===== config.mk =====
export PLATFORM = sky130hd
export DESIGN_NAME = temp_calibration_bin_reinit_control_unit_flat
export DESIGN_NICKNAME = d
export VERILOG_FILES = /design/src/rtl/tcbr_pkg.sv /design/src/rtl/tcbr_if.sv /design/src/rtl/temp_calibration_bin_reinit_control_unit.sv /design/src/rtl/tcbr_bin_select.sv /design/src/flat_wrapper.sv
export SDC_FILE = /design/constraint.sdc
export NUM_CORES = 1
export LEC_CHECK = 0
export CORE_ASPECT_RATIO = 0.8
export CORE_MARGIN = 3
export CORE_UTILIZATION = 30
export CTS_CLUSTER_DIAMETER = 60
export DETAILED_ROUTE_END_ITERATION = 10
export DONT_BUFFER_PORTS = 1
export REMOVE_ABC_BUFFERS = 1
export SYNTH_ARGS = -nofsm -noshare
export SYNTH_HDL_FRONTEND = slang
export SYNTH_HIERARCHICAL = 1
export SYNTH_SLANG_ARGS = --single-unit

===== constraint.sdc =====
create_clock -name clock -period 7.4 [get_ports clock]
set_input_delay 0 -clock clock [delete_from_list [all_inputs] [get_ports clock]]
set_output_delay 0 -clock clock [all_outputs]
set_load 0.03 [all_outputs]

===== src/rtl/tcbr_pkg.sv =====
// Package for the temperature calibration bin and re-initialisation control.
// Holds field widths, register indexes, reset values and shared types.
// No dependencies; every other file of the block refers to it by scoped names.
`default_nettype none

package tcbr_pkg;

   localparam int unsigned MASK_BITS      = 12;
   localparam int unsigned SPEED_BITS     = 12;
   localparam int unsigned TEMP_BITS      = 12;
   localparam int unsigned HYST_BITS      = 8;
   localparam int unsigned RETRY_BITS     = 10;
   localparam int unsigned COUNT_BITS     = 3;
   localparam int unsigned BIN_BITS       = 2;
   localparam int unsigned CSR_INDEX_BITS = 3;
   localparam int unsigned CSR_DATA_BITS  = 12;

   typedef logic [BIN_BITS-1:0]          bin_type;
   typedef logic signed [TEMP_BITS-1:0]  temp_type;
   typedef logic [HYST_BITS-1:0]         hyst_type;
   typedef logic [COUNT_BITS-1:0]        count_type;

   localparam bin_type DEFAULT_BIN = bin_type'(3);

   // Register indexes of the configuration port.
   typedef enum logic [CSR_INDEX_BITS-1:0] {
      CSR_THRESHOLD_COUNT = 3'd0,
      CSR_THRESHOLD_LOW   = 3'd1,
      CSR_THRESHOLD_MID   = 3'd2,
      CSR_THRESHOLD_HIGH  = 3'd3,
      CSR_HYSTERESIS      = 3'd4,
      CSR_RETRY_DELAY     = 3'd5,
      CSR_MIN_SPEED       = 3'd6
   } csr_index_type;

   // Reset values of the configuration registers.
   localparam count_type               RST_THRESHOLD_COUNT = count_type'(3);
   localparam temp_type                RST_THRESHOLD_LOW   = temp_type'(0);
   localparam temp_type                RST_THRESHOLD_MID   = temp_type'(200);
   localparam temp_type                RST_THRESHOLD_HIGH  = temp_type'(400);
   localparam hyst_type                RST_HYSTERESIS      = hyst_type'(20);
   localparam logic [RETRY_BITS-1:0]   RST_RETRY_DELAY     = RETRY_BITS'(250);
   localparam logic [SPEED_BITS-1:0]   RST_MIN_SPEED       = SPEED_BITS'(170);

   // Bin boundary configuration as seen by the bin selector.
   typedef struct packed {
      count_type threshold_count;
      temp_type  threshold_low;
      temp_type  threshold_mid;
      temp_type  threshold_high;
   } bounds_type;

endpackage

`default_nettype wire


===== src/rtl/tcbr_if.sv =====
// Channel interfaces of the temperature calibration bin control block.
// Request, response and configuration-write channels with valid/ready.
// Depends on tcbr_pkg for field widths.
`default_nettype none

interface tcbr_req_if;
   logic                                  valid;
   logic                                  ready;
   logic                                  speed_valid;
   logic [tcbr_pkg::SPEED_BITS-1:0]       vehicle_speed;
   logic                                  in_park;
   logic                                  control_halted;
   logic [tcbr_pkg::MASK_BITS-1:0]        disconnect_mask;
   logic                                  comm_unknown;
   logic                                  sensor_fail;
   logic                                  temp_valid;
   logic signed [tcbr_pkg::TEMP_BITS-1:0] ambient_temp;

   modport source (
      output valid, speed_valid, vehicle_speed, in_park, control_halted,
             disconnect_mask, comm_unknown, sensor_fail, temp_valid, ambient_temp,
      input  ready
   );
   modport sink (
      input  valid, speed_valid, vehicle_speed, in_park, control_halted,
             disconnect_mask, comm_unknown, sensor_fail, temp_valid, ambient_temp,
      output ready
   );
endinterface

interface tcbr_rsp_if;
   logic                             valid;
   logic                             ready;
   logic                             reconfig_trigger;
   logic                             temp_adjust_request;
   logic [tcbr_pkg::BIN_BITS-1:0]    calibration_bin;

   modport source (
      output valid, reconfig_trigger, temp_adjust_request, calibration_bin,
      input  ready
   );
   modport sink (
      input  valid, reconfig_trigger, temp_adjust_request, calibration_bin,
      output ready
   );
endinterface

interface tcbr_csr_if;
   logic                                  valid;
   logic                                  ready;
   logic [tcbr_pkg::CSR_INDEX_BITS-1:0]   index;
   logic [tcbr_pkg::CSR_DATA_BITS-1:0]    data;

   modport source (output valid, index, data, input ready);
   modport sink   (input valid, index, data, output ready);
endinterface

`default_nettype wire


===== src/rtl/temp_calibration_bin_reinit_control_unit.sv =====
// Top level of the temperature calibration bin and re-initialisation control.
// Depends on tcbr_pkg, the channel interfaces in tcbr_if and tcbr_bin_select.
//
//   Channel  Direction  Carries
//   req      in         one tick of vehicle, fault and temperature status
//   rsp      out        reconfiguration trigger, adjust request, bin in use
//   csr      in         register index and write data
//
// Every request gives exactly one response, through the input register and then
// the response register. A new request is taken in every cycle while the
// response side keeps up, set by the single pass of compare logic between them.
// Reset is synchronous and active high; it restores register defaults and the
// tick state. A stalled response holds the input register, so the request
// side is only held off once both registers are full.
`default_nettype none

module temp_calibration_bin_reinit_control_unit (
   input  var logic     clock,
   input  var logic     reset,
   tcbr_req_if.sink     req_chan,
   tcbr_rsp_if.source   rsp_chan,
   tcbr_csr_if.sink     csr_chan
);

   // Configuration registers.
   tcbr_pkg::count_type                    threshold_count_ff;
   tcbr_pkg::temp_type                     threshold_low_ff;
   tcbr_pkg::temp_type                     threshold_mid_ff;
   tcbr_pkg::temp_type                     threshold_high_ff;
   tcbr_pkg::hyst_type                     hysteresis_ff;
   logic [tcbr_pkg::RETRY_BITS-1:0]        retry_delay_ff;
   logic [tcbr_pkg::SPEED_BITS-1:0]        min_speed_ff;

   // Tick state carried from one request to the next.
   tcbr_pkg::bin_type                      used_bin_ff, used_bin_in;
   logic [tcbr_pkg::RETRY_BITS-1:0]        retry_count_ff, retry_count_in;
   logic                                   fault_seen_ff, fault_seen_in;
   logic                                   first_action_done_ff, first_action_done_in;
   logic [tcbr_pkg::MASK_BITS-1:0]         last_fault_mask_ff, last_fault_mask_in;

   // Input register.
   logic                                   req_valid_ff;
   logic                                   speed_valid_ff;
   logic [tcbr_pkg::SPEED_BITS-1:0]        vehicle_speed_ff;
   logic                                   in_park_ff;
   logic                                   control_halted_ff;
   logic [tcbr_pkg::MASK_BITS-1:0]         disconnect_mask_ff;
   logic                                   comm_unknown_ff;
   logic                                   sensor_fail_ff;
   logic                                   temp_valid_ff;
   tcbr_pkg::temp_type                     ambient_temp_ff;

   // Response register.
   logic                                   rsp_valid_ff;
   logic                                   reconfig_ff, reconfig_in;
   logic                                   adjust_ff, adjust_in;

   logic                                   advance;
   logic                                   req_take;
   logic                                   action_allowed;
   logic                                   fault_pending;
   logic                                   use_hyst;
   tcbr_pkg::hyst_type                     select_hyst;
   tcbr_pkg::bin_type                      selected_bin;
   tcbr_pkg::bounds_type                   bounds;

   // The item in the input register moves on when the response slot is free
   // or is being emptied in this cycle; the tick state updates at that edge.
   assign advance  = req_valid_ff && (!rsp_valid_ff || rsp_chan.ready);
   assign req_take = req_chan.valid && req_chan.ready;

   assign req_chan.ready = !req_valid_ff || advance;
   assign csr_chan.ready = 1'b1;

   assign rsp_chan.valid               = rsp_valid_ff;
   assign rsp_chan.reconfig_trigger    = reconfig_ff;
   assign rsp_chan.temp_adjust_request = adjust_ff;
   assign rsp_chan.calibration_bin     = used_bin_ff;

   always_ff @(posedge clock) begin
      if (reset) begin
         threshold_count_ff <= tcbr_pkg::RST_THRESHOLD_COUNT;
         threshold_low_ff   <= tcbr_pkg::RST_THRESHOLD_LOW;
         threshold_mid_ff   <= tcbr_pkg::RST_THRESHOLD_MID;
         threshold_high_ff  <= tcbr_pkg::RST_THRESHOLD_HIGH;
         hysteresis_ff      <= tcbr_pkg::RST_HYSTERESIS;
         retry_delay_ff     <= tcbr_pkg::RST_RETRY_DELAY;
         min_speed_ff       <= tcbr_pkg::RST_MIN_SPEED;
      end else if (csr_chan.valid) begin
         // Writes to an index beyond the register list are dropped.
         case (csr_chan.index)
            tcbr_pkg::CSR_THRESHOLD_COUNT: begin
               threshold_count_ff <= csr_chan.data[tcbr_pkg::COUNT_BITS-1:0];
            end
            tcbr_pkg::CSR_THRESHOLD_LOW: begin
               threshold_low_ff <= $signed(csr_chan.data[tcbr_pkg::TEMP_BITS-1:0]);
            end
            tcbr_pkg::CSR_THRESHOLD_MID: begin
               threshold_mid_ff <= $signed(csr_chan.data[tcbr_pkg::TEMP_BITS-1:0]);
            end
            tcbr_pkg::CSR_THRESHOLD_HIGH: begin
               threshold_high_ff <= $signed(csr_chan.data[tcbr_pkg::TEMP_BITS-1:0]);
            end
            tcbr_pkg::CSR_HYSTERESIS: begin
               hysteresis_ff <= csr_chan.data[tcbr_pkg::HYST_BITS-1:0];
            end
            tcbr_pkg::CSR_RETRY_DELAY: begin
               retry_delay_ff <= csr_chan.data[tcbr_pkg::RETRY_BITS-1:0];
            end
            tcbr_pkg::CSR_MIN_SPEED: begin
               min_speed_ff <= csr_chan.data[tcbr_pkg::SPEED_BITS-1:0];
            end
            default: begin
            end
         endcase
      end
   end

   // Input register: control bit under reset, payload loaded on acceptance.
   always_ff @(posedge clock) begin
      if (reset) begin
         req_valid_ff <= 1'b0;
      end else if (req_take) begin
         req_valid_ff <= 1'b1;
      end else if (advance) begin
         req_valid_ff <= 1'b0;
      end
   end

   always_ff @(posedge clock) begin
      if (req_take) begin
         speed_valid_ff     <= req_chan.speed_valid;
         vehicle_speed_ff   <= req_chan.vehicle_speed;
         in_park_ff         <= req_chan.in_park;
         control_halted_ff  <= req_chan.control_halted;
         disconnect_mask_ff <= req_chan.disconnect_mask;
         comm_unknown_ff    <= req_chan.comm_unknown;
         sensor_fail_ff     <= req_chan.sensor_fail;
         temp_valid_ff      <= req_chan.temp_valid;
         ambient_temp_ff    <= req_chan.ambient_temp;
      end
   end

   assign bounds.threshold_count = threshold_count_ff;
   assign bounds.threshold_low   = threshold_low_ff;
   assign bounds.threshold_mid   = threshold_mid_ff;
   assign bounds.threshold_high  = threshold_high_ff;

   assign action_allowed = (vehicle_speed_ff >= min_speed_ff) || in_park_ff
                           || control_halted_ff;
   assign fault_pending  = (|disconnect_mask_ff) || comm_unknown_ff || sensor_fail_ff;

   // Hysteresis applies only on the normal path once a first action is done;
   // fault and recovery selection always use the bare boundaries.
   assign use_hyst    = !fault_pending && !fault_seen_ff && first_action_done_ff;
   assign select_hyst = use_hyst ? hysteresis_ff : '0;

   tcbr_bin_select u_bin_select (
      .bounds   (bounds),
      .temp     (ambient_temp_ff),
      .hyst     (select_hyst),
      .prev_bin (used_bin_ff),
      .bin      (selected_bin)
   );

   // Tick decision for the item in the input register.
   always_comb begin
      used_bin_in          = used_bin_ff;
      retry_count_in       = retry_count_ff;
      fault_seen_in        = fault_seen_ff;
      first_action_done_in = first_action_done_ff;
      last_fault_mask_in   = last_fault_mask_ff;
      reconfig_in          = 1'b0;
      adjust_in            = 1'b0;

      if (!speed_valid_ff) begin
         first_action_done_in = 1'b0;
      end else if (action_allowed) begin
         if (fault_pending) begin
            // Reconfigure when the retry countdown has run out or the set of
            // disconnected sensors has changed since the last tick with a fault pending.
            fault_seen_in = 1'b1;
            if (retry_count_ff == '0 || last_fault_mask_ff != disconnect_mask_ff) begin
               if (temp_valid_ff) begin
                  used_bin_in = selected_bin;
               end
               reconfig_in          = 1'b1;
               retry_count_in       = retry_delay_ff;
               first_action_done_in = 1'b1;
            end else begin
               retry_count_in = retry_count_ff - 1'b1;
            end
            last_fault_mask_in = disconnect_mask_ff;
         end else if (fault_seen_ff) begin
            // Recovery: reselect the bin and reconfigure only if it moved.
            if (temp_valid_ff && selected_bin != used_bin_ff) begin
               used_bin_in = selected_bin;
               reconfig_in = 1'b1;
            end
            retry_count_in       = retry_delay_ff;
            first_action_done_in = 1'b1;
            fault_seen_in        = 1'b0;
         end else if (temp_valid_ff) begin
            if (selected_bin != used_bin_ff) begin
               used_bin_in          = selected_bin;
               adjust_in            = 1'b1;
               first_action_done_in = 1'b1;
            end
         end
      end else begin
         first_action_done_in = 1'b0;
         retry_count_in       = '0;
      end
   end

   always_ff @(posedge clock) begin
      if (reset) begin
         used_bin_ff          <= tcbr_pkg::DEFAULT_BIN;
         retry_count_ff       <= '0;
         fault_seen_ff        <= 1'b0;
         first_action_done_ff <= 1'b0;
         last_fault_mask_ff   <= '0;
      end else if (advance) begin
         used_bin_ff          <= used_bin_in;
         retry_count_ff       <= retry_count_in;
         fault_seen_ff        <= fault_seen_in;
         first_action_done_ff <= first_action_done_in;
         last_fault_mask_ff   <= last_fault_mask_in;
      end
   end

   // Response register. The bin shown is the tick state itself, which only
   // changes when the next item moves into this register.
   always_ff @(posedge clock) begin
      if (reset) begin
         rsp_valid_ff <= 1'b0;
      end else if (advance) begin
         rsp_valid_ff <= 1'b1;
      end else if (rsp_chan.ready) begin
         rsp_valid_ff <= 1'b0;
      end
   end

   always_ff @(posedge clock) begin
      if (advance) begin
         reconfig_ff <= reconfig_in;
         adjust_ff   <= adjust_in;
      end
   end

endmodule

`default_nettype wire


===== src/rtl/tcbr_bin_select.sv =====
// Temperature bin selector: compares a temperature against up to three
// boundaries widened by a hysteresis band. Depends on tcbr_pkg.
`default_nettype none

module tcbr_bin_select (
   input  var tcbr_pkg::bounds_type bounds,
   input  var tcbr_pkg::temp_type   temp,
   input  var tcbr_pkg::hyst_type   hyst,
   input  var tcbr_pkg::bin_type    prev_bin,
   output var tcbr_pkg::bin_type    bin
);

   localparam int unsigned WIDE = tcbr_pkg::TEMP_BITS + 2;

   logic signed [WIDE-1:0] temp_wide;
   logic signed [WIDE-1:0] hyst_wide;
   logic signed [WIDE-1:0] bound_wide [3];
   logic [2:0]             le_low;
   logic [2:0]             gt_high;

   assign temp_wide  = WIDE'(temp);
   assign hyst_wide  = $signed({{(WIDE-tcbr_pkg::HYST_BITS){1'b0}}, hyst});
   assign bound_wide[0] = WIDE'(bounds.threshold_low);
   assign bound_wide[1] = WIDE'(bounds.threshold_mid);
   assign bound_wide[2] = WIDE'(bounds.threshold_high);

   // Per boundary: at or below the lower edge, or above the upper edge.
   always_comb begin
      for (int k = 0; k < 3; k++) begin
         le_low[k]  = temp_wide <= (bound_wide[k] - hyst_wide);
         gt_high[k] = temp_wide >  (bound_wide[k] + hyst_wide);
      end
   end

   // In a hysteresis band prev_bin stays; count 0 or >3: DEFAULT_BIN.
   always_comb begin
      bin = prev_bin;
      case (bounds.threshold_count)
         3'd1: begin
            if (le_low[0]) bin = 2'd0;
            else if (gt_high[0]) bin = 2'd1;
         end
         3'd2: begin
            if (le_low[0]) bin = 2'd0;
            else if (gt_high[1]) bin = 2'd2;
            else if (gt_high[0] && le_low[1]) bin = 2'd1;
         end
         3'd3: begin
            if (le_low[0]) bin = 2'd0;
            else if (gt_high[2]) bin = 2'd3;
            else if (gt_high[0] && le_low[1]) bin = 2'd1;
            else if (gt_high[1] && le_low[2]) bin = 2'd2;
         end
         default: begin
            bin = tcbr_pkg::DEFAULT_BIN;
         end
      endcase
   end

endmodule

`default_nettype wire

===== src/flat_wrapper.sv =====
// flat-port wrapper written by rule: the top's interface ports become plain ports
module temp_calibration_bin_reinit_control_unit_flat 
  (clock, reset, req_chan_valid, req_chan_speed_valid, req_chan_vehicle_speed, req_chan_in_park, req_chan_control_halted, req_chan_disconnect_mask, req_chan_comm_unknown, req_chan_sensor_fail, req_chan_temp_valid, req_chan_ambient_temp, req_chan_ready, rsp_chan_valid, rsp_chan_reconfig_trigger, rsp_chan_temp_adjust_request, rsp_chan_calibration_bin, rsp_chan_ready, csr_chan_valid, csr_chan_index, csr_chan_data, csr_chan_ready);
  tcbr_req_if req_chan_i ();
  tcbr_rsp_if rsp_chan_i ();
  tcbr_csr_if csr_chan_i ();
  input  var logic clock;
  input  var logic reset;
  input wire logic [$bits(req_chan_i.valid)-1:0] req_chan_valid;
  input wire logic [$bits(req_chan_i.speed_valid)-1:0] req_chan_speed_valid;
  input wire logic [$bits(req_chan_i.vehicle_speed)-1:0] req_chan_vehicle_speed;
  input wire logic [$bits(req_chan_i.in_park)-1:0] req_chan_in_park;
  input wire logic [$bits(req_chan_i.control_halted)-1:0] req_chan_control_halted;
  input wire logic [$bits(req_chan_i.disconnect_mask)-1:0] req_chan_disconnect_mask;
  input wire logic [$bits(req_chan_i.comm_unknown)-1:0] req_chan_comm_unknown;
  input wire logic [$bits(req_chan_i.sensor_fail)-1:0] req_chan_sensor_fail;
  input wire logic [$bits(req_chan_i.temp_valid)-1:0] req_chan_temp_valid;
  input wire logic [$bits(req_chan_i.ambient_temp)-1:0] req_chan_ambient_temp;
  output wire logic [$bits(req_chan_i.ready)-1:0] req_chan_ready;
  output wire logic [$bits(rsp_chan_i.valid)-1:0] rsp_chan_valid;
  output wire logic [$bits(rsp_chan_i.reconfig_trigger)-1:0] rsp_chan_reconfig_trigger;
  output wire logic [$bits(rsp_chan_i.temp_adjust_request)-1:0] rsp_chan_temp_adjust_request;
  output wire logic [$bits(rsp_chan_i.calibration_bin)-1:0] rsp_chan_calibration_bin;
  input wire logic [$bits(rsp_chan_i.ready)-1:0] rsp_chan_ready;
  input wire logic [$bits(csr_chan_i.valid)-1:0] csr_chan_valid;
  input wire logic [$bits(csr_chan_i.index)-1:0] csr_chan_index;
  input wire logic [$bits(csr_chan_i.data)-1:0] csr_chan_data;
  output wire logic [$bits(csr_chan_i.ready)-1:0] csr_chan_ready;
  assign req_chan_i.valid = req_chan_valid;
  assign req_chan_i.speed_valid = req_chan_speed_valid;
  assign req_chan_i.vehicle_speed = req_chan_vehicle_speed;
  assign req_chan_i.in_park = req_chan_in_park;
  assign req_chan_i.control_halted = req_chan_control_halted;
  assign req_chan_i.disconnect_mask = req_chan_disconnect_mask;
  assign req_chan_i.comm_unknown = req_chan_comm_unknown;
  assign req_chan_i.sensor_fail = req_chan_sensor_fail;
  assign req_chan_i.temp_valid = req_chan_temp_valid;
  assign req_chan_i.ambient_temp = req_chan_ambient_temp;
  assign req_chan_ready = req_chan_i.ready;
  assign rsp_chan_valid = rsp_chan_i.valid;
  assign rsp_chan_reconfig_trigger = rsp_chan_i.reconfig_trigger;
  assign rsp_chan_temp_adjust_request = rsp_chan_i.temp_adjust_request;
  assign rsp_chan_calibration_bin = rsp_chan_i.calibration_bin;
  assign rsp_chan_i.ready = rsp_chan_ready;
  assign csr_chan_i.valid = csr_chan_valid;
  assign csr_chan_i.index = csr_chan_index;
  assign csr_chan_i.data = csr_chan_data;
  assign csr_chan_ready = csr_chan_i.ready;
  temp_calibration_bin_reinit_control_unit u_core (.clock(clock), .reset(reset), .req_chan(req_chan_i), .rsp_chan(rsp_chan_i), .csr_chan(csr_chan_i));
endmodule

---- After elaboration in Yosys (flattened, before gate mapping) ----
Index checks and enable logic that the tools add are counted.
word-level totals
  register bits after elaboration ......... 141
  input port bits ......................... 62
  logic and storage cells ................. 138
  output and inout port bits .............. 7
cells by class
  muxes and demuxes ....................... 39
  equal/unequal tests ..................... 18
  order comparisons ....................... 7
  reduce and logical (&&, ||, !) cells .... 39
  add/sub/neg operators ................... 7
  bitwise operators ....................... 3
operators by type and width
  operator                 count
  $mux W10                 4
  $add A12 B9 Y13          3
  $gt A12 B13 Y1           3
  $le A12 B13 Y1           3
  $sub A12 B9 Y13          3
  $mux W2                  16
  $mux W1                  17
  $reduce_and A2 Y1        8
  $eq A3 B2 Y1 const B     4
  $ge A12 B12 Y1           1
  $ne A12 B12 Y1           1
  $reduce_or A12 Y1        1
  $logic_not A10 Y1        1
  $ne A5 B4 Y1 const B     2
  $sub A10 B1 Y10 const B  1
  $eq A3 B3 Y1 const B     3
  $mux W8                  1
  $reduce_and A4 Y1        2
  $reduce_and A8 Y1        1
  $logic_and A1 B1 Y1      7
  $logic_or A1 B1 Y1       7
  $eq A3 B1 Y1 const B     2
  $pmux W2 S3              1
  $reduce_and A3 Y1        2
  other kinds (12)         19

---- Depth between registers and ports, before layout ----
Gate-level depths: netlist of run 1.
  depth in word-level cells ............... 22
  mapped depth ............................ 29
  depth with buffers taken out ............ 28

---- Cells and area by module ----
The synthesis of run 1 kept the hierarchy.
by module, submodules not included
  module                                    times used  cells each  area an instance (um2)  sequential area each (um2)
  temp_calibration_bin_reinit_control_unit  1           607         5,745.5                 3,263.1
  tcbr_bin_select                           1           575         4,365.4                 0.0

---- Worst setup path before layout of run 1 ----
OpenSTA, ideal clock, no wires.
  path type ............................... reg-to-reg
  start point ............................. register u_core/disconnect_mask_ff[11] in the netlist's numbering
  end point ............................... register u_core.used_bin_ff[0] (netlist: u_core/rsp_chan.calibration_bin[0])
  path slack .............................. 1,580 ps
  clock period less this slack ............ 5,820 ps
  arrival time ............................ 5,700 ps
  path buffers ............................ 1
  library setup time ...................... 120 ps
  required time ........................... 7,280 ps
  cell stages (with the launch flop) ...... 27
  path through ............................ edfxtp_1 nor4_1 nand4_1 nor2_1 clkbuf_1 and3_1 inv_1 ha_1 nor2b_1 o21ai_1 a21boi_1 o21ai_1 a21oi_1 or4b_1 o211a_1 ha_1 nand4_1 nor2_1 a21boi_1 or4_4 nand4_1 a21oi_1 o41a_1 xnor2_1 nand2_1 o2111a_1 mux2i_1
between the ends
  cells in the longest elaborated chain, start to end .. 19
  elaborated cells on any way between the ends .. 47
  classes of those cells .................. 6 x add/sub; 6 x order compare; 5 x eq/ne; 18 x mux; 12 x reduce/logical
ends and longest elaborated chain
  item                                                                  RTL line                                                                                          text
  start: declaration                                                    temp_calibration_bin_reinit_control_unit.sv:47                                                    logic [tcbr_pkg::MASK_BITS-1:0] disconnect_mask_ff;
  start signal: assignment                                              temp_calibration_bin_reinit_control_unit.sv:136                                                   disconnect_mask_ff <= req_chan.disconnect_mask;
  $reduce_or A12 Y1 *                                                   temp_calibration_bin_reinit_control_unit.sv:151                                                   assign fault_pending = (|disconnect_mask_ff) || comm_unknown_ff || sensor_fail_ff;
  $logic_or A1 B1 Y1 * (2 in series)                                    temp_calibration_bin_reinit_control_unit.sv:151
  $logic_not A1 Y1 *                                                    temp_calibration_bin_reinit_control_unit.sv:155                                                   assign use_hyst = !fault_pending && !fault_seen_ff && first_action_done_ff;
  $logic_and A1 B1 Y1 * (2 in series)                                   temp_calibration_bin_reinit_control_unit.sv:155
  $mux W8 *                                                             temp_calibration_bin_reinit_control_unit.sv:156                                                   assign select_hyst = use_hyst ? hysteresis_ff : '0;
  via u_core.select_hyst[1]                                             temp_calibration_bin_reinit_control_unit.sv:63                                                    tcbr_pkg::hyst_type select_hyst;
  $add A12 B9 Y13 / $sub A12 B9 Y13 (equally long branches)             tcbr_bin_select.sv:31, tcbr_bin_select.sv:30
  $gt A12 B13 Y1 / $le A12 B13 Y1 (equally long branches)               tcbr_bin_select.sv:31, tcbr_bin_select.sv:30
  [... 3 more ...]                                                      -
  $mux W2                                                               tcbr_bin_select.sv:50                                                                             else if (gt_high[2]) bin = 2'd3;
  $mux W2                                                               tcbr_bin_select.sv:49                                                                             if (le_low[0]) bin = 2'd0;
  $pmux W2 S3 *                                                         tcbr_bin_select.sv:38                                                                             case (bounds.threshold_count)
  via u_core.selected_bin[0]                                            temp_calibration_bin_reinit_control_unit.sv:64                                                    tcbr_pkg::bin_type selected_bin;
  $ne A2 B2 Y1 / $mux W2 (equally long branches)                        temp_calibration_bin_reinit_control_unit.sv:196, temp_calibration_bin_reinit_control_unit.sv:204
  $logic_and A1 B1 Y1 / $mux W2 (equally long branches)                 temp_calibration_bin_reinit_control_unit.sv:196, temp_calibration_bin_reinit_control_unit.sv:203
  $ne A3 B3 Y1 (no source line) / $mux W2 (equally long branches)       -
  $reduce_and A8 Y1 (no source line) / $mux W2 (equally long branches)  -
  end signal: assignment                                                temp_calibration_bin_reinit_control_unit.sv:218                                                   used_bin_ff <= tcbr_pkg::DEFAULT_BIN;
  end signal: assignment                                                temp_calibration_bin_reinit_control_unit.sv:224                                                   used_bin_ff <= used_bin_in;
  end: declaration                                                      temp_calibration_bin_reinit_control_unit.sv:35                                                    tcbr_pkg::bin_type used_bin_ff, used_bin_in;
Mark *: on every way through the listed nets, which the timed path passes. The rest lies on a longest branch. The select of a mux whose other input is x is not followed.
A chain may end at the register's enable or synchronous reset.

---- Final worst setup path of run 1 ----
  start point ............................. register u_core/disconnect_mask_ff[11] in the netlist's numbering
  end point ............................... register u_core.first_action_done_ff
between the ends
  cells in the longest elaborated chain, start to end .. 18
  elaborated cells on any way between the ends .. 41
  classes of those cells .................. 6 x add/sub; 6 x order compare; 5 x eq/ne; 14 x mux; 10 x reduce/logical
ends and longest elaborated chain
  item                                                       RTL line                                         text
  $reduce_or A12 Y1 *                                        temp_calibration_bin_reinit_control_unit.sv:151
  $logic_or A1 B1 Y1 * (2 in series)                         temp_calibration_bin_reinit_control_unit.sv:151
  $logic_not A1 Y1 *                                         temp_calibration_bin_reinit_control_unit.sv:155
  $logic_and A1 B1 Y1 * (2 in series)                        temp_calibration_bin_reinit_control_unit.sv:155
  $mux W8 *                                                  temp_calibration_bin_reinit_control_unit.sv:156
  via u_core.select_hyst[0]                                  temp_calibration_bin_reinit_control_unit.sv:63
  $add A12 B9 Y13 / $sub A12 B9 Y13 (equally long branches)  tcbr_bin_select.sv:31, tcbr_bin_select.sv:30
  $gt A12 B13 Y1 / $le A12 B13 Y1 (equally long branches)    tcbr_bin_select.sv:31, tcbr_bin_select.sv:30
  [... 2 more ...]                                           -
  $mux W2                                                    tcbr_bin_select.sv:51                            else if (gt_high[0] && le_low[1]) bin = 2'd1;
  $mux W2                                                    tcbr_bin_select.sv:50
  $mux W2                                                    tcbr_bin_select.sv:49
  $pmux W2 S3 *                                              tcbr_bin_select.sv:38
  via u_core.selected_bin[0]                                 temp_calibration_bin_reinit_control_unit.sv:64
  $ne A2 B2 Y1 *                                             temp_calibration_bin_reinit_control_unit.sv:204  if (selected_bin != used_bin_ff) begin
  $ne A5 B4 Y1 (no source line) *                            -
  $reduce_and A4 Y1 (no source line) *                       -
  end signal: assignment                                     temp_calibration_bin_reinit_control_unit.sv:227  first_action_done_ff <= first_action_done_in;
  end: declaration                                           temp_calibration_bin_reinit_control_unit.sv:38   logic first_action_done_ff, first_action_done_in;
Mark *: on every way through the listed nets, which the timed path passes. The rest lies on a longest branch.

==> results of run 1 <==
-- layer usage --
layer  GRT usage (%)  up-vias  share of wire (%)
met5               0        -                  0
met4            4.57        0                1.9
met3            2.88       27                5.9
met2            24.2      266                 43
met1            23.4     4055                 49
li1                -     4329                  -
-- Yosys cell counts, types with 19 or more instances --
library cell / instances / area share (%)
nand3_1: 42 / 2.1
edfxtp_1: 44 / 13
a21oi_1: 116 / 5.7
dfxtp_1: 97 / 19
inv_1: 72 / 2.7
nand2_1: 180 / 6.7
ha_1: 139 / 17
and3_1: 21 / 1.3
xnor2_1: 31 / 2.7
nor3_1: 20 / 0.99
xor2_1: 36 / 3.1
nand2b_1: 19 / 1.2
clkbuf_1: 30 / 1.1
o21ai_1: 23 / 1.1
nor2_1: 72 / 2.7
-- kinds of logic (layout without fill, tap and decap cells) --
logic type | after synthesis | count (layout)
other | 1 | 2
multiplexers | 12 | 12
XOR/XNOR | 67 | 67
AND/OR/NAND/NOR | 440 | 440
adder cells (fa/ha/maj) | 145 | 145
AO/OA/AOI/OAI | 269 | 269
buffers and inverters | 107 | 182
flip-flops | 141 | 141
-- layout by cell type, fill, tap and decap left out, types with 5 or more instances in the layout --
cell / count
nor2b_1: 18
a21oi_1: 116
mux2i_1: 12
o21a_1: 9
nand2_1: 180
o22ai_1: 6
and2_1: 7
o311ai_1: 7
nor4_1: 12
inv_6: 5
ha_1: 139
nor2_1: 72
and4_1: 7
o21bai_1: 7
dlygate4sd3_1: 73
xnor2_1: 31
or3_1: 7
nand2b_1: 19
a31oi_1: 7
inv_1: 72
and3_1: 21
nor3_1: 20
xor2_1: 36
o21ai_0: 14
edfxtp_1: 44
o211ai_1: 17
fa_1: 6
o211a_1: 7
dfxtp_1: 97
nand3_1: 42
a21o_1: 12
clkbuf_16: 17
o21ai_1: 23
a31o_2: 7
nand4_1: 16
-- final cells by class --
class                           instances  area, sq um  area share (%)
Antenna cell                            1         2.50          0.0210
Inverter                               72          270            2.27
Clock buffer                           18          439            3.68
Clock inverter                         14          189            1.58
Sequential cell                       141         3260            27.4
Tap cell                              427          534            4.48
Timing Repair Buffer                   78          788            6.61
Multi-Input combinational cell        934         6430            54.0
-- flip-flops by register name (all words and copies together) (netlist names), 2 cells and up --
signal                           count
u_core/threshold_high_ff            12
u_core/threshold_count_ff            3
u_core/vehicle_speed_ff             12
u_core/threshold_low_ff             12
u_core/disconnect_mask_ff           12
u_core/last_fault_mask_ff           12
u_core/retry_count_ff               10
u_core/rsp_chan.calibration_bin      2
u_core/hysteresis_ff                 8
u_core/ambient_temp_ff              12
u_core/min_speed_ff                 12
u_core/threshold_mid_ff             12
u_core/retry_delay_ff               10
-- power groups by stage --
stage / Combinational, uW / Clock, uW / Sequential, uW
6_report: 293 / 915 / 863
5_1_grt: 327 / 974 / 867
4_1_cts: 289 / 934 / 863
3_5_place_dp: 240 / 0 / 881
3_3_place_gp: 236 / 0 / 881
2_1_floorplan: 188 / 0 / 868
-- per-stage QoR --
| step | hold WS [ps] | utilization [%] | setup WS [ps] |
|---|---|---|---|
| 5_1_grt | 34.1 | 36.3 | 258 |
| 6_report | 13.7 | 36.3 | 718 |
| 3_3_place_gp | 80.8 | 32.1 | 778 |
| 4_1_cts | 1.35 | 36.3 | 756 |
| 3_5_place_dp | 87.2 | 32.1 | 825 |
| 2_1_floorplan | 69.1 | - | 1300 |
-- worst min-delay path: stages --
cell and delay [ps]:
or3_1 250, nand2_1 90, nand3_1 70
-- how the worst max path moves through the flow --
| stage | from | end | slack, ps | cells past startpoint |
|---|---|---|---|---|
| after CTS | u_core/disconnect_mask_ff[11] | u_core/first_action_done_ff | 760 | 28 |
| final | u_core/disconnect_mask_ff[11] | u_core/first_action_done_ff | 720 | 28 |
| after global placement | u_core/disconnect_mask_ff[11] | u_core/first_action_done_ff | 780 | 28 |
| after detailed placement | u_core/disconnect_mask_ff[11] | u_core/first_action_done_ff | 820 | 28 |
| after floorplan | u_core/disconnect_mask_ff[11] | u_core/rsp_chan.reconfig_trigger | 1300 | 27 |
| after global routing | u_core/disconnect_mask_ff[11] | u_core/first_action_done_ff | 260 | 27 |
-- repair_timing --
action,4_1_cts,5_1_grt
hold buffers,74,0
gates resized for setup,0,0
hold endpoints to repair,122,0
==> run_results.csv, run 1 <==
group,metric,value,unit
worst_setup_path,cp_common_cell,"nand2_1",
worst_setup_path,crit_buf_inv,2,
timing,fmax,150,MHz
worst_setup_path,r2r_cells,28,
place,place_area,10500,sq um
run_status,status,"finished, final reports clean",
power_and_ir_drop,irDropWorstVdd,0.137,mV
hold_path,min_to,"u_core/hysteresis_ff[4]",
power_and_ir_drop,swShare,28.5,%
timing,skew,17.1,ps
global_route,grt_pass1_vias,8031,
worst_setup_path,path_max_fanout,8,
logic_synthesis,synth_simple_gate_area_share,20.9,%
floorplanning,rows,59,
logic_synthesis,synth.area.mux_share,1.19,%
cts,cts_buffers,17,
logic_synthesis,synth-compound-area-share,17.3,%
timing,slew_viol_final,0,
timing,hold_viol,0,
cts,cts_setup_buffers,0,
logic_synthesis,synthAdderAreaFrac,18.4,%
detailed_routing,vias_per_cell,5.15,
worst_setup_path,endpoint_kind,"flop",
logic_synthesis,synthArstFlopShare,0,%
power_and_ir_drop,p_int,1480,uW
logic_synthesis,synth_xor_area_share,5.80,%
cells_and_area,final_cell_area,11900,sq um
floorplanning,core,32900,sq um
logic_synthesis,seq_area_frac_synth,32.3,%
hold_path,hp-class,"input port to flop",
power_and_ir_drop,seqPwrFrac,41.7,%
worst_setup_path,critPathKind,"flop to flop",
global_route,grt_max_degree,62,
floorplanning,initial_core_util,30.8,%
timing,rsz0062_at_grt,"no",
logic_synthesis,synth_area_per_cell,8.55,sq um
power_and_ir_drop,p_leak,0.00482,uW
detailed_routing,drt_wl_total,28800,um
cells_and_area,drive_above_1_share,4.93,%
timing,worst_slew_pin_slew,1210,ps
cts,worstSkewPairLatency,430,ps
cts,numClockSinks,141,
timing,setup_viol,0,
floorplanning,die_h,170,um
power_and_ir_drop,clkPwrFrac,44.2,%
logic_synthesis,syn_area,10100,sq um
hold_path,worstHoldPathCells,3,
worst_setup_path,reg2reg_slack,720,ps
cts,htree_num_levels,4,
place,dp.cells,1578,
detailed_routing,wl_per_cell,17.1,um
logic_synthesis,synth_edf_count,44,
global_route,grt-ovfl-total,0,
global_route,track_usage,16.0,%
detailed_routing,antenna_left,0,
worst_setup_path,cp.arrival,7010,ps
power_and_ir_drop,power_frac_comb,14.1,%
floorplanning,die_w,211,um
place,dp_hpwl,21500,um
worst_setup_path,crit_family,"simple AND/OR/NAND/NOR gates",
floorplanning,die-area,36000,sq um
timing,min_period,6680,ps
floorplanning,io_pins,69,
worst_setup_path,startpoint_type,"flop",
place,portBuffers,0,
timing,max_slew_margin,19.2,%
job,cap_violations,0,
cts,cts.clk_slew.worst_paths,80,ps
cells_and_area,nets,1451,
timing,fin_crit_sh,90.3,%
global_route,grt_pass1_wl,45300,um
worst_setup_path,slowest_delay,430,ps
logic_synthesis,synth_cell_types,74,
worst_setup_path,slowest_stage,"nor4_1",
logic_synthesis,synth_top_family_by_area,"simple AND/OR/NAND/NOR gates",
logic_synthesis,ys_seq_elements,141,
logic_synthesis,syn_inst,1182,
detailed_routing,vias,8677,
worst_setup_path,r2r_start,"u_core/disconnect_mask_ff[11]",
cts,cts-root-buf,"clkbuf_16",
power_and_ir_drop,powerDensity,174,nW/um^2
cells_and_area,nFillCells,3281,
place,place.gp.congestion,0.909,
global_route,antenna_found_initial,1,
cells_and_area,synthToLayoutAreaGrowth,17.9,%
detailed_routing,drtIter0Drc,796,
power_and_ir_drop,power.total,2070,uW
worst_setup_path,rr_endpoint,"u_core/first_action_done_ff",
power_and_ir_drop,p_switching,591,uW
logic_synthesis,ys_warn_count,6,
hold_path,worstHoldStart,"csr_chan_index[0]",
cells_and_area,instances_no_fill,1685,
cts,cts_tree,"yes",
detailed_routing,drtPass1Iterations,5,
logic_synthesis,synth_flop_cell,"dfxtp_1",
cts,cts_buffer_depth,2,
detailed_routing,drc,0,
timing,tns,0,ps
worst_setup_path,required,7730,ps
(Power assumes the default switching activity.)
==> run 2: changes to the inputs <==
- CORE_ASPECT_RATIO: 0.8 -> 1.75
==> run_results.csv, run 2 (synthesized netlist as in run 1, its figures left out) <==
group,metric,value,unit
run_status,status,"finished, final reports clean",
worst_setup_path,crit_start,"u_core/disconnect_mask_ff[8]",
detailed_routing,drtIter0Drc,421,
timing,fin_crit_sh,90.1,%
timing,setup_viol,0,
detailed_routing,vias_per_cell,5.22,
timing,skew,9.54,ps
timing,hold_viol,0,
cells_and_area,synthToLayoutAreaGrowth,16.7,%
floorplanning,die_w,145,um
place,post-place-ws,834,ps
worst_setup_path,reg2reg_slack,730,ps
cells_and_area,final_common_cell,"nand2_1",
floorplanning,die_h,249,um
timing,tns,0,ps
cells_and_area,regArea,3260,sq um
cells_and_area,multi_input_area,6430,sq um
power_and_ir_drop,powerDensity,168,nW/um^2
worst_setup_path,endpoint_kind,"flop",
cts,cts_hold_buf,63,
cells_and_area,final_cell_area,11800,sq um
worst_setup_path,r2r_start,"u_core/disconnect_mask_ff[8]",
job,cap_violations,0,
worst_setup_path,cp.arrival,7020,ps
cts,cts_setup_buffers,0,
global_route,grt-ovfl-total,0,
cells_and_area,nets,1442,
detailed_routing,drc,0,
detailed_routing,vias,8857,
cells_and_area,drive_above_1_share,4.89,%
place,dp_hpwl,24700,um
cts,numClockSinks,141,
cts,htree_num_levels,4,
worst_setup_path,required,7750,ps
hold_path,hp-class,"input port to flop",
place,dp.cells,1603,
cts,cts.clk_slew.worst_paths,60,ps
worst_setup_path,rr_endpoint,"u_core/first_action_done_ff",
floorplanning,core,33100,sq um
timing,max_slew_margin,25.4,%
place,place.gp.congestion,0.940,
cells_and_area,instances_no_fill,1698,
detailed_routing,drt_wl_total,31700,um
cts,cts-root-buf,"clkbuf_16",
detailed_routing,drtPass1Iterations,7,
global_route,antenna_found_initial,0,
global_route,grt_pass1_vias,8979,
floorplanning,io_pins,69,
hold_path,min_to,"u_core/retry_delay_ff[2]",
cts,cts_buffers,17,
power_and_ir_drop,irDropWorstVdd,0.292,mV
floorplanning,initial_core_util,30.5,%
timing,worst_slew_pin_slew,1120,ps
detailed_routing,antenna_left,0,
timing,slew_viol_final,0,
cts,cts_buffer_depth,2,
cells_and_area,diodes,0,
worst_setup_path,startpoint_type,"flop",
hold_path,worstHoldStart,"csr_chan_index[0]",
cts,cts_tree,"yes",
floorplanning,die-area,36000,sq um
floorplanning,rows,88,
detailed_routing,wl_per_cell,18.7,um
worst_setup_path,path_max_fanout,6,
timing,fmax,150,MHz
place,place_area,10600,sq um
power_and_ir_drop,p_leak,0.00475,uW
global_route,track_usage,17.7,%
cells_and_area,nFillCells,3386,
place,portBuffers,0,
worst_setup_path,critPathKind,"flop to flop",
hold_path,worstHoldPathCells,4,
timing,rsz0062_at_grt,"no",
cts,worstSkewPairLatency,430,ps
global_route,grt_pass1_wl,48700,um
global_route,grt_max_degree,62,
worst_setup_path,r2r_cells,27,
cts,ctsResizeCount,0,
cells_and_area,layout_common_cells,"180 x nand2_1, 139 x ha_1, 116 x a21oi_1",
timing,min_period,6670,ps
timing,worst_slack,729,ps
-- run 2: cell types whose count changed in the layout (fill, tap and decap cells not counted), moves of 2 or more --
cell	delta
inv_6	-5
clkbuf_16	+2
bufinv_16	-2
clkinv_4	+8
dlygate4sd3_1	-11
inv_8	-4
buf_4	+2
clkbuf_1	+2
clkinv_8	-2
-- run 2: cell type report --
cell class / instances / share of cell area, %
tap: 450 / 4.77
inverter: 72 / 2.29
clock inverter: 10 / 0.689
timing repair buffer: 69 / 5.87
clock buffer: 22 / 4.21
sequential: 141 / 27.6
multi-input combinational: 934 / 54.5
-- run 2: how the worst max path moves through the flow --
| stage | endpoint | cells past startpoint |
|---|---|---|
| CTS | u_core/first_action_done_ff | 27 |
| finish | u_core/first_action_done_ff | 27 |
| global placement | u_core/rsp_chan.reconfig_trigger | 27 |
| global route | u_core/rsp_chan.calibration_bin[0] | 25 |
| floorplan | u_core/rsp_chan.reconfig_trigger | 27 |
| detailed placement | u_core/first_action_done_ff | 27 |
-- run 2: where the power goes --
part	switching [uW]	leakage, uW	internal (uW)
clock	335	0.000278	480
sequential	36.2	0.00122	829
combinational	175	0.00326	126
total	546	0.00475	1430
-- run 2: metrics by stage --
step	hold slack, ps	total power, uW	util, %
finish	28.8	1980	35.6
global route	42.5	2060	35.6
CTS	13.6	2000	35.6
detailed placement	85.4	1140	31.9
global placement	83.7	1130	31.9
floorplan	69.1	1060	-
-- run 2: metal layers --
metal | wire length [um] | GRT usage [%]
met1 | 11000 | 16.8
met2 | 17400 | 33.5
met3 | 1300 | 3.61
met4 | 2060 | 10.7
met5 | 0 | 0
-- run 2: critical path: stages, from the launching register on --
cell and delay, ps:
edfxtp_1 420, nor4_1 450, nand4_1 200, nor2_1 400
and3_1 440, ha_1 230, inv_1 50, fa_1 400
o21ba_1 210, o21bai_1 230, a21oi_1 120, o21bai_1 360
a221oi_1 210, nor2_1 170, xnor2_1 100, ha_1 320
nand4_1 150, nor3_1 280, o31ai_2 150, a211oi_4 290
and3b_1 210, o41a_1 430, xnor2_1 140, nand2_1 150
nand2_1 110, nand2_1 80, a31oi_1 80, a211oi_1 200
==> run 3: changes to the inputs <==
- CORE_MARGIN: 3 -> 2
==> run_results.csv, run 3 (synthesized netlist as in run 1, its figures left out) <==
group,metric,value,unit
global_route,grt_pass1_vias,8957,
worst_setup_path,cp.arrival,6710,ps
worst_setup_path,startpoint_type,"flop",
detailed_routing,drc,0,
worst_setup_path,required,7680,ps
cts,numClockSinks,141,
timing,max_slew_margin,24.4,%
floorplanning,die_h,247,um
timing,rsz0062_at_grt,"no",
floorplanning,io_pins,69,
cells_and_area,final_cell_area,11800,sq um
timing,min_period,6430,ps
cells_and_area,regArea,3260,sq um
floorplanning,initial_core_util,30.2,%
timing,hold_viol,0,
cells_and_area,synthToLayoutAreaGrowth,16.8,%
cells_and_area,multi_input_area,6430,sq um
cells_and_area,diodes,0,
floorplanning,rows,89,
cts,cts.clk_slew.worst_paths,60,ps
floorplanning,die-area,35200,sq um
hold_path,hp-class,"input port to flop",
timing,fin_crit_sh,86.9,%
global_route,grt_pass1_wl,49100,um
cts,htree_num_levels,4,
cts,worstSkewPairLatency,430,ps
power_and_ir_drop,irDropWorstVdd,0.227,mV
cells_and_area,final_common_cell,"nand2_1",
place,dp_hpwl,24800,um
detailed_routing,drtPass1Iterations,7,
cts,cts_buffer_depth,2,
global_route,grt_max_degree,62,
timing,slew_viol_final,0,
power_and_ir_drop,p_leak,0.00477,uW
cells_and_area,finish.utilization,35.2,%
floorplanning,die_w,143,um
detailed_routing,drt_wl_total,31900,um
run_status,status,"finished, final reports clean",
place,place.gp.congestion,0.990,
cells_and_area,drive_above_1_share,4.87,%
detailed_routing,vias_per_cell,5.15,
cts,cts_buffers,17,
timing,setup_viol,0,
cells_and_area,layout_common_cells,"180 x nand2_1, 139 x ha_1, 116 x a21oi_1",
detailed_routing,wl_per_cell,18.7,um
job,cap_violations,0,
place,place_area,10600,sq um
cts,cts_setup_buffers,0,
cells_and_area,nFillCells,3441,
global_route,antenna_found_initial,0,
place,portBuffers,0,
global_route,grt-ovfl-total,0,
timing,tns,0,ps
worst_setup_path,endpoint_kind,"flop",
timing,skew,11.0,ps
cells_and_area,nets,1446,
detailed_routing,vias,8795,
detailed_routing,drtIter0Drc,418,
cts,cts-root-buf,"clkbuf_16",
timing,worst_slew_pin_slew,1130,ps
detailed_routing,antenna_left,0,
global_route,track_usage,18.5,%
timing,fmax,155,MHz
power_and_ir_drop,powerDensity,166,nW/um^2
cts,cts_tree,"yes",
floorplanning,core,33500,sq um
worst_setup_path,critPathKind,"flop to flop",
worst_setup_path,path_max_fanout,12,
-- run 3: cell count changes in the layout (fill, tap and decap cells not counted), moves of 2 or more --
cell	previous run	this run
clkinv_2	0	2
clkinv_4	8	3
dlygate4sd3_1	62	66
inv_4	0	3
inv_6	0	3
-- run 3: final timing paths --
kind                                startpoint  slack [ps]                                to  depth (start not counted)
setup reg to reg  u_core/disconnect_mask_ff[0]         970  u_core/rsp_chan.reconfig_trigger                         27
hold / removal               csr_chan_index[1]          20           u_core/hysteresis_ff[2]                          3
setup / recovery  u_core/disconnect_mask_ff[0]         970  u_core/rsp_chan.reconfig_trigger                         27
hold reg to reg        u_core/hysteresis_ff[3]         450           u_core/hysteresis_ff[3]                          2
-- run 3: repair_timing --
action / in CTS / in global routing
hold buffers: 67 / 0
resized for setup: 0 / 0
endpoints found under the hold margin: 121 / 0
-- run 3: layout make-up --
| cell class | instances | area share (%) |
|---|---|---|
| inverter | 72 | 2.29 |
| multi-input combinational | 934 | 54.5 |
| sequential | 141 | 27.6 |
| tap | 455 | 4.82 |
| clock buffer | 21 | 3.91 |
| clock inverter | 11 | 0.688 |
| timing repair buffer | 73 | 6.21 |
-- run 3: per-layer routing --
metal	vias up	share of wire, %	track usage [%]
met4	0	8.3	14.2
met5	-	0	0
met1	4106	35	17.8
met3	97	4.0	3.23
met2	274	53	34.5
li1	4318	-	-
-- run 3: critical path, stage by stage, from the launching register on --
cell      delay (ps)
edfxtp_1         430
nor4_1           420
nand4_1          190
nor2_1           120
buf_4            200
and3_1           200
inv_1            120
ha_1             310
nor2b_1          140
o21ai_1          180
a21boi_1         120
o21ai_1          210
a21oi_1          180
or4b_1           530
o211a_1          150
ha_1             290
nand4_1          220
a311oi_1         370
o311ai_1         320
and3_1           310
and3b_1          170
o41a_1           440
xnor2_1          140
nand2_1          120
nand2_1          100
nor2_1           100
nand2_1           60
a21oi_1          150
-- run 3: stage by stage --
step / power (uW) / cells / hold slack, ps / setup WS [ps]
after detailed placement: 1140 / 1608 / 83.8 / 1050
after CTS: 1980 / 1707 / 6.66 / 1040
after global routing: 2060 / 1707 / 40.5 / 524
final: 1960 / 1707 / 24.7 / 967
after global placement: 1130 / 1608 / 82.3 / 1090
after floorplan: 1060 / 1147 / 69.1 / 1300
-- run 3: power by group --
group	leakage (uW)	switching [uW]	total (uW)	internal [uW]
combinational	0.00328	176	303	126
sequential	0.00122	36.1	865	829
clock	0.000273	345	797	452
